**config.mk**
```make
export PLATFORM = sky130hd
export DESIGN_NAME = humidity_temperature_conversion_core
export DESIGN_NICKNAME = d
export VERILOG_FILES = /design/src/sv/htc_pkg.sv /design/src/sv/humidity_temperature_conversion_core.sv
export VERILOG_INCLUDE_DIRS = /design/src /design/src/sv
export SDC_FILE = /design/constraint.sdc
export NUM_CORES = 2
export LEC_CHECK = 0
export BUFFER_PORTS_ARGS = -buffer_cell sky130_fd_sc_hd__buf_4
export CORE_ASPECT_RATIO = 0.75
export CORE_MARGIN = 2
export CORE_UTILIZATION = 55
export CTS_CLUSTER_SIZE = 12
export DETAILED_ROUTE_END_ITERATION = 16
export PLACE_DENSITY = 0.8
export SLEW_MARGIN = 20
export SYNTH_ARGS = -nofsm -noshare
export SYNTH_HDL_FRONTEND = slang
export SYNTH_SLANG_ARGS = --single-unit
```
**constraint.sdc**
```tcl
create_clock -name clk -period 5.79 [get_ports clk]
set_input_delay 0.8685 -clock clk [delete_from_list [all_inputs] [get_ports clk]]
set_output_delay 0.8685 -clock clk [all_outputs]
set_load 0.005 [all_outputs]
```
**src/sv/humidity_temperature_conversion_core_assert.svh**
```systemverilog
// Assertion macros for the humidity/temperature conversion core
`ifndef HUMIDITY_TEMPERATURE_CONVERSION_CORE_ASSERT_SVH
`define HUMIDITY_TEMPERATURE_CONVERSION_CORE_ASSERT_SVH

// Property checked on every clock edge outside reset
`define HTC_ASSERT(label, prop, msg) \
    label: assert property (@(posedge clk) disable iff (!rst_n) prop) \
        else $error(msg);

// Condition that must hold whenever a result is presented
`define HTC_ASSERT_ON_DONE(label, cond, msg) \
    label: assert property (@(posedge clk) disable iff (!rst_n) done |-> (cond)) \
        else $error(msg);

`endif

```
**src/sv/htc_pkg.sv**
```systemverilog
// Shared types and constants for the humidity/temperature conversion core
package htc_pkg;

    typedef struct packed {
        logic [13:0] temp_ticks;
        logic [11:0] hum_ticks;
    } htc_req_t;

    typedef struct packed {
        logic signed [14:0] temp_centi;
        logic [13:0]        hum_centi;
    } htc_rsp_t;

    // Width of the humidity numerator datapath
    localparam int unsigned SUM_W = 33;
    typedef logic signed [SUM_W-1:0] sum_t;

    localparam logic signed [14:0] TEMP_OFFSET   = 15'sd3960;
    localparam logic signed [15:0] TEMP_REF      = 16'sd2500;
    localparam logic [15:0]        COMP_BASE     = 16'd1000;

    localparam sum_t HUM_LIN_COEF  = 33'sd405000;
    localparam sum_t HUM_QUAD_COEF = 33'sd28;
    // -40000000 offset with the +50000 rounding term folded in
    localparam sum_t HUM_OFFSET    = 33'sd39950000;

    // Clamp limits on the rounded numerator (N + 50000)
    localparam sum_t HUM_HI_LIMIT  = 33'sd1000100000;
    localparam sum_t HUM_LO_LIMIT  = 33'sd1000000;

    localparam logic [13:0] HUM_MAX_CENTI = 14'd10000;
    localparam logic [13:0] HUM_MIN_CENTI = 14'd10;

    // floor(x / 3125) == (x * RECIP) >> RECIP_SHIFT for x < 2^25
    localparam int unsigned RECIP_SHIFT = 37;
    localparam logic [25:0] RECIP       = 26'd43980466;

    localparam logic [1:0] CLAMP_NONE = 2'd0;
    localparam logic [1:0] CLAMP_HI   = 2'd1;
    localparam logic [1:0] CLAMP_LO   = 2'd2;

endpackage

```
**src/sv/humidity_temperature_conversion_core.sv**
```systemverilog
// Top level: pipelined raw tick to temperature / compensated humidity conversion
//
//  channel   direction  handshake               payload
//  request   in         start (busy always 0)   request : htc_req_t
//  result    out        done strobe, 1 cycle    result  : htc_rsp_t
//
// Seven register stages lie between a request and its result.
// One request per cycle is taken; the multiplier stages set the depth.
// Reset clears only the valid bits of the stages; data registers are free.
// The receiver cannot stall, so the pipeline never stalls and busy stays low.
`include "humidity_temperature_conversion_core_assert.svh"

module humidity_temperature_conversion_core
(
    input  logic             clk,
    input  logic             rst_n,
    input  logic             start,
    output logic             busy,
    input  htc_pkg::htc_req_t request,
    output logic             done,
    output htc_pkg::htc_rsp_t result
);

    localparam int unsigned LATENCY = 7;

    logic [LATENCY-1:0] vld_reg;
    logic               accept;

    // temperature rides along the pipe
    logic signed [14:0] tc_reg [LATENCY];

    // stage 1
    logic signed [14:0] tc_next;
    logic signed [15:0] dt1_reg, dt1_next;
    logic [15:0]        w1_reg, w1_next;
    logic [11:0]        h1_reg;
    // stage 2
    logic [23:0]        hsq2_reg;
    htc_pkg::sum_t      prod2_reg, prod2_next;
    htc_pkg::sum_t      lin2_reg, lin2_next;
    // stage 3
    htc_pkg::sum_t      quad3_reg, quad3_next;
    htc_pkg::sum_t      prod3_reg;
    // stage 4
    htc_pkg::sum_t      m4_reg;
    // stage 5
    logic [24:0]        x5_reg;
    logic [1:0]         clamp5_reg, clamp5_next;
    // stage 6
    logic [50:0]        q6_reg;
    logic [1:0]         clamp6_reg;
    // stage 7
    logic [13:0]        hum7_reg, hum7_next;

    assign busy   = 1'b0;
    assign accept = start & ~busy;

    always_ff @(posedge clk or negedge rst_n)
    begin
        if (!rst_n)
        begin
            vld_reg <= '0;
        end
        else
        begin
            vld_reg <= {vld_reg[LATENCY-2:0], accept};
        end
    end

    assign tc_next  = $signed({1'b0, request.temp_ticks}) - htc_pkg::TEMP_OFFSET;
    assign dt1_next = $signed({tc_next[14], tc_next}) - htc_pkg::TEMP_REF;
    assign w1_next  = htc_pkg::COMP_BASE + {1'b0, request.hum_ticks, 3'b000};

    assign prod2_next = htc_pkg::sum_t'(dt1_reg) * htc_pkg::sum_t'($signed({1'b0, w1_reg}));
    assign lin2_next  = htc_pkg::sum_t'($signed({1'b0, h1_reg})) * htc_pkg::HUM_LIN_COEF
                        - htc_pkg::HUM_OFFSET;

    assign quad3_next = lin2_reg
                        - htc_pkg::sum_t'($signed({1'b0, hsq2_reg})) * htc_pkg::HUM_QUAD_COEF;

    always_comb
    begin
        if (m4_reg >= htc_pkg::HUM_HI_LIMIT)
        begin
            clamp5_next = htc_pkg::CLAMP_HI;
        end
        else if (m4_reg < htc_pkg::HUM_LO_LIMIT)
        begin
            clamp5_next = htc_pkg::CLAMP_LO;
        end
        else
        begin
            clamp5_next = htc_pkg::CLAMP_NONE;
        end
    end

    always_comb
    begin
        case (clamp6_reg)
            htc_pkg::CLAMP_HI: hum7_next = htc_pkg::HUM_MAX_CENTI;
            htc_pkg::CLAMP_LO: hum7_next = htc_pkg::HUM_MIN_CENTI;
            default:           hum7_next = q6_reg[htc_pkg::RECIP_SHIFT +: 14];
        endcase
    end

    always_ff @(posedge clk)
    begin
        tc_reg[0] <= tc_next;
        for (int i = 1; i < LATENCY; i++)
        begin
            tc_reg[i] <= tc_reg[i-1];
        end

        dt1_reg    <= dt1_next;
        w1_reg     <= w1_next;
        h1_reg     <= request.hum_ticks;

        hsq2_reg   <= {12'd0, h1_reg} * {12'd0, h1_reg};
        prod2_reg  <= prod2_next;
        lin2_reg   <= lin2_next;

        quad3_reg  <= quad3_next;
        prod3_reg  <= prod2_reg;

        m4_reg     <= quad3_reg + prod3_reg;

        // in the unclamped range the numerator is positive and below 2^30
        x5_reg     <= m4_reg[29:5];
        clamp5_reg <= clamp5_next;

        q6_reg     <= {26'd0, x5_reg} * {25'd0, htc_pkg::RECIP};
        clamp6_reg <= clamp5_reg;

        hum7_reg   <= hum7_next;
    end

    assign done              = vld_reg[LATENCY-1];
    assign result.temp_centi = tc_reg[LATENCY-1];
    assign result.hum_centi  = hum7_reg;

    `HTC_ASSERT(a_latency, start |-> ##7 done, "request did not produce a result after 7 cycles")
    `HTC_ASSERT(a_never_busy, !busy, "busy raised on a pipeline that cannot stall")
    `HTC_ASSERT_ON_DONE(a_hum_range,
        result.hum_centi >= htc_pkg::HUM_MIN_CENTI && result.hum_centi <= htc_pkg::HUM_MAX_CENTI,
        "humidity result outside clamp range")
    `HTC_ASSERT_ON_DONE(a_temp_range, result.temp_centi >= -15'sd3960,
        "temperature result below offset")

endmodule

```
# After elaboration in Yosys (flattened, before gate mapping)
# Memories as Yosys holds them, arrays and structs flattened.
# Index checks and enable logic that the tools add are counted.
[word_totals]
ff_bits = 332
mem_bits_rw = 105
latchBits = 0
wordCells = 33
input_bits = 29
rom_bits = 0
output_inout_bits = 31
n_memories = 1
[mem_list]
columns = ["name", "words", "width", "read_ports", "rd_ports_with_merged_regs", "wr", "line", "text"]
rows = [
  ["tc_reg", 7, 15, 7, 0, 7, "humidity_temperature_conversion_core.sv:30", "logic signed [14:0] tc_reg [LATENCY];"],
]
[op_classes]
div_mod_pow = 0
muxes = 2
reduce_logical = 0
n_addsub = 6
order_cmp = 2
n_mul = 5
shifts = 0
n_bitwise = 0
n_eq_ne = 2
[op_table]
columns = ["cell", "n"]
rows = [
  ["multiplier 25 x 25 -> 50 bit (second input constant)", 1],
  ["adder 33 bit", 1],
  ["greater-or-equal comparator 33 x 31 -> 1 bit (second input constant)", 1],
  ["< comparator 33 x 21 -> 1 bit (second input constant)", 1],
  ["multiplier 16 x 17 -> 33 bit", 1],
  ["subtractor 32 x 30 -> 33 bit", 1],
  ["subtractor 31 x 26 -> 32 bit (second input constant)", 1],
  ["multiplier 12 x 16 -> 28 bit (second input constant)", 1],
  ["one-hot mux 14 bit (2 select lines)", 1],
  ["multiplier 24 x 3 -> 27 bit (second input constant)", 1],
  ["multiplier 12 x 12 -> 24 bit", 1],
  ["adder 10 x 15 -> 16 bit (first input constant)", 1],
  ["subtractor 15 x 13 -> 16 bit (second input constant)", 1],
  ["subtractor 14 x 12 -> 15 bit (second input constant)", 1],
  ["== test 2 x 1 -> 1 bit (second input constant)", 1],
  ["== test 2 bit (second input constant)", 1],
  ["2-to-1 mux 2 bit", 1],
]

# Logic depth before layout (Yosys ltp)
[logic_depth]
depth_word = 2
mapped_depth = 24
depth_no_buf = 23

# Worst setup path before layout
# No wires, ideal clock.
[synth_path]
path_type = "flip-flop to flip-flop"
from = "register x5_reg[22]"
to = "register q6_reg[49]"
path_buffers = 0
required_time_ps = 5668
t_arrival_ps = 6001
synth_period_minus_slack_ps = 6123
setup_time_ps = 122
path_slack_ps = -333
path_stages_with_launch = 22
cell_sequence = "dfxtp_1 > ha_1 > fa_1 > inv_1 > fa_1 > inv_1 > fa_1 > fa_1 > fa_1 > inv_1 > fa_1 > inv_1 > ha_1 > a21oi_1 > o21ai_0 > a221o_1 > o21ai_0 > nand3_1 > a21oi_1 > o21ai_1 > a21o_1 > a311o_1"
[synth_between]
elab_chain_len = 1
[synth_lines]
columns = ["item", "line", "text"]
rows = [
  ["from (decl)", "humidity_temperature_conversion_core.sv:47", "logic [24:0] x5_reg;"],
  ["from (signal assigned)", "humidity_temperature_conversion_core.sv:128", "x5_reg <= m4_reg[29:5];"],
  ["multiplier 25 x 25 -> 50 bit", "humidity_temperature_conversion_core.sv:131", "q6_reg <= {26'd0, x5_reg} * {25'd0, htc_pkg::RECIP};"],
  ["to (signal assigned)", "humidity_temperature_conversion_core.sv:131", ""],
  ["to (decl)", "humidity_temperature_conversion_core.sv:50", "logic [50:0] q6_reg;"],
]
# Every way passes these cells.
# A chain may end at the register's enable or synchronous reset.

# Worst setup path after layout
[layout_path]
from = "register x5_reg[9]"
to = "register q6_reg[49]"
# The elaborated chain is that of the path after synthesis.

==> metrics.md <==
| Metric | Value |
|---|---|
| Post-synthesis cell area | 37800 um^2 |
| CTS tree | done |
| Crit start category | flop |
| Initial Utilization | 0.554 |
| Max_slew headroom | 0.642 |
| Die X-Extent | between 300 and 400 um |
| WL final | 84400 um |
| Unrepaired setup endpoints after global routing | yes |
| Util after Layout | 0.635 |
| Iteration-0 DRC Markers | 1549 |
| Fin. max-slew vios | 0 |
| Critical path class | flop to flop |
| Post-synthesis cell count | 3749 |
| Row Count | 83 |
| First-pass GRT wire length | about 140000 um |
| Vias | 26500 |
| Htree depth | 2 |
| Post-layout nets | 5260 |
| Most common cell after layout, fill and taps aside | inv_1 |
| Clk_lat worst skew | 0.60 ns |
| # diodes | 0 |
| Area leader, netlist | fa_1 |
| GR Util All Layers | 0.245 |
| Fmax achieved | 166 MHz |
| Reg2reg path depth | 20 |
| Largest register FFs | 103 |
| Critical Path AT | approximately 6.5 ns |
| Endpoints failing setup | 10 |
| DR WL/cell | 17.0 um |
| Setup crit start | x5_reg[9] |
| Top Ports | 60 |
| Fraction of registers with async set/reset | 0.0186 |
| Global route total overflow | 0 |
| Clock sink count | 377 |
| Largest net degree at the start of global routing | 17 |
| Crit path capture type | flop |
| Drc violations | 0 |
| Die Ht | 231 um |
| Routability Congestion | 0.919 |
| FF-to-FF setup slack | -0.23 ns |
| Most frequent cells in the layout | inv_1, ha_1, fa_1, dfxtp_1, buf_4 |
| Synth Warn # | 0 |
| Layout area overhead | 14.7% |
| Prevailing post-synth register cell | dfxtp_1 |
| Final hold viol count | 0 |
| Max Clock Skew | 0.0355 ns |
| Final critical-path required period | 6.02 ns |
| Worst setup path end | q6_reg[49] |
| Clock transition at the registers of the reported paths | 0.06 ns |
| Vias in the first global route | 28500 |
| Core ar. | 68200 um^2 |
| Required @ worst endpoint | roughly 6.3 ns |
| Slew @ Worst Pin | 0.531 ns |
| Num CTS Buffers | 41 |
| Die area | 70800 um^2 |
| Post-synthesis sequential area ratio | 0.201 |
| DRT antenna net count | 0 |
| Reg2reg end | q6_reg[49] |
| Tcrit/Tclk final | 1.04 |
| Post-synthesis area per instance | 10.1 um^2 |
| Status | finished, violations left |
| Yosys top cell area share | 0.290 |
| MaxCap Viol Count | 0 |
| Failing checks | setup timing |
| HPWL Detailed | 67600 um |
| Clock Tree Buf Depth | 3 |
| Netlist cell types | between 70 and 80 |
| Syn nets | 4964 |
| Initial antenna violation count | 0 |
| Clock Root Buffer | clkbuf_16 |
| Number of synthesized flops with an enable pin | 0 |
| Worst r2r src | x5_reg[9] |
| Pre-antenna DRT Iters | 5 |
| DR vias/cell | 5.35 |
| Fraction of layout cells with a size suffix above 1 | 0.140 |
| HP Class | input pin to async pin |
| Input/output buffers | 58 |
| Worst-path fanout max | 6 |
| Main area contributors after synthesis | fa_1, ha_1, dfxtp_1, inv_1, xnor2_1 |
| Yosys reg bits | about 380 |
| PnR worst setup slack | -0.234 ns |
logic make-up after synthesis:
group | Yosys count | synth area share
AO/OA/AOI/OAI | 442 | 0.0773
flip-flops | 377 | 0.201
multiplexers | 7 | 0.00192
adder cells (fa/ha/maj) | 1186 | 0.502
other | 1 | 0.0000993
buffers and inverters | 884 | 0.0882
AND/OR/NAND/NOR | 658 | 0.0850
XOR/XNOR | 194 | 0.0450
critical path, cell delays in order (launching register included):
cell     delay [ns]
dfxtp_4        0.39
buf_6          0.13
fa_1           0.59
ha_4           0.22
fa_1           0.49
fa_1           0.60
fa_2           0.46
fa_1           0.51
inv_1          0.08
fa_1           0.52
inv_2          0.05
ha_4           0.24
a21oi_2        0.11
o21ai_1        0.07
a221o_1        0.31
o21ai_2        0.17
nand3_4        0.12
a21oi_4        0.21
o21ai_4        0.10
a21o_1         0.19
a311o_1        0.35
cell type report:
| type | instances | area (um^2) |
|---|---|---|
| Inverter | 840 | 3150 |
| Sequential cell | 377 | 7720 |
| Clock buffer | 53 | 1150 |
| Timing Repair Buffer | 297 | 2380 |
| Multi-Input combinational cell | 2488 | 27700 |
| Clock inverter | 10 | 143 |
| Fill cell | 5048 | 24900 |
| Tap cell | 892 | 1120 |
what timing repair did:
action / in CTS / in global routing
hold buffers: 0 / 0
pin swaps: 105 / 83
gates resized for setup: 113 / 111
setup buffers: 22 / 15
setup endpoints to repair: 22 / 35
worst min path at each step:
| stage | to | start |
|---|---|---|
| final | vld_reg[3] | rst_n |
| after global routing | vld_reg[4] | rst_n |
| after CTS | vld_reg[6] | rst_n |
| after detailed placement | clamp6_reg[0] | clamp5_reg[0] |
| after global placement | tc_reg[5][3] | tc_reg[4][3] |
| after floorplan | clamp6_reg[0] | clamp5_reg[0] |
Yosys cell counts (6+ instances only):
master / number
nor4_1: 8
dfrtp_1: 7
nor2b_1: 19
nand3_1: 43
and3_1: 16
and2_1: 106
ha_1: 638
inv_1: 835
a31oi_1: 22
o21bai_1: 21
a21o_1: 60
xnor2_1: 132
a21oi_1: 125
a211oi_1: 23
nand2b_1: 36
o21ai_0: 81
o21a_1: 16
nor2_1: 120
o211ai_1: 9
clkbuf_1: 39
nor3_1: 34
a211o_1: 10
xor2_1: 62
a2111oi_0: 6
or3_1: 8
fa_1: 548
nand2_1: 220
dfxtp_1: 370
nand4_1: 19
layer usage:
metal | share of wire | global-route usage | wire length (um)
met1 | 0.44 | 0.328 | 36800
met2 | 0.47 | 0.410 | 40000
met3 | 0.060 | 0.0402 | 5040
met4 | 0.031 | 0.0767 | 2610
met5 | 0 | 0 | 0
stage by stage:
stage	TNS, ns	std cells	worst slack [ns]	instance area [um^2]	hold slack (ns)
floorplan	-0.00397	3749	-0.00397	37900	0.310
global placement	-3.72	4859	-0.434	40900	0.310
detailed placement	-5.46	4859	-0.565	40900	0.312
CTS	-0.598	4944	-0.150	42800	0.0748
global route	-4.26	4957	-0.450	43300	0.0839
finish	-1.33	4957	-0.234	43300	0.0986
Power is left out: the tool's default activity adds up to more than one toggle a clock period on the data nets, which glitch-free logic cannot reach.
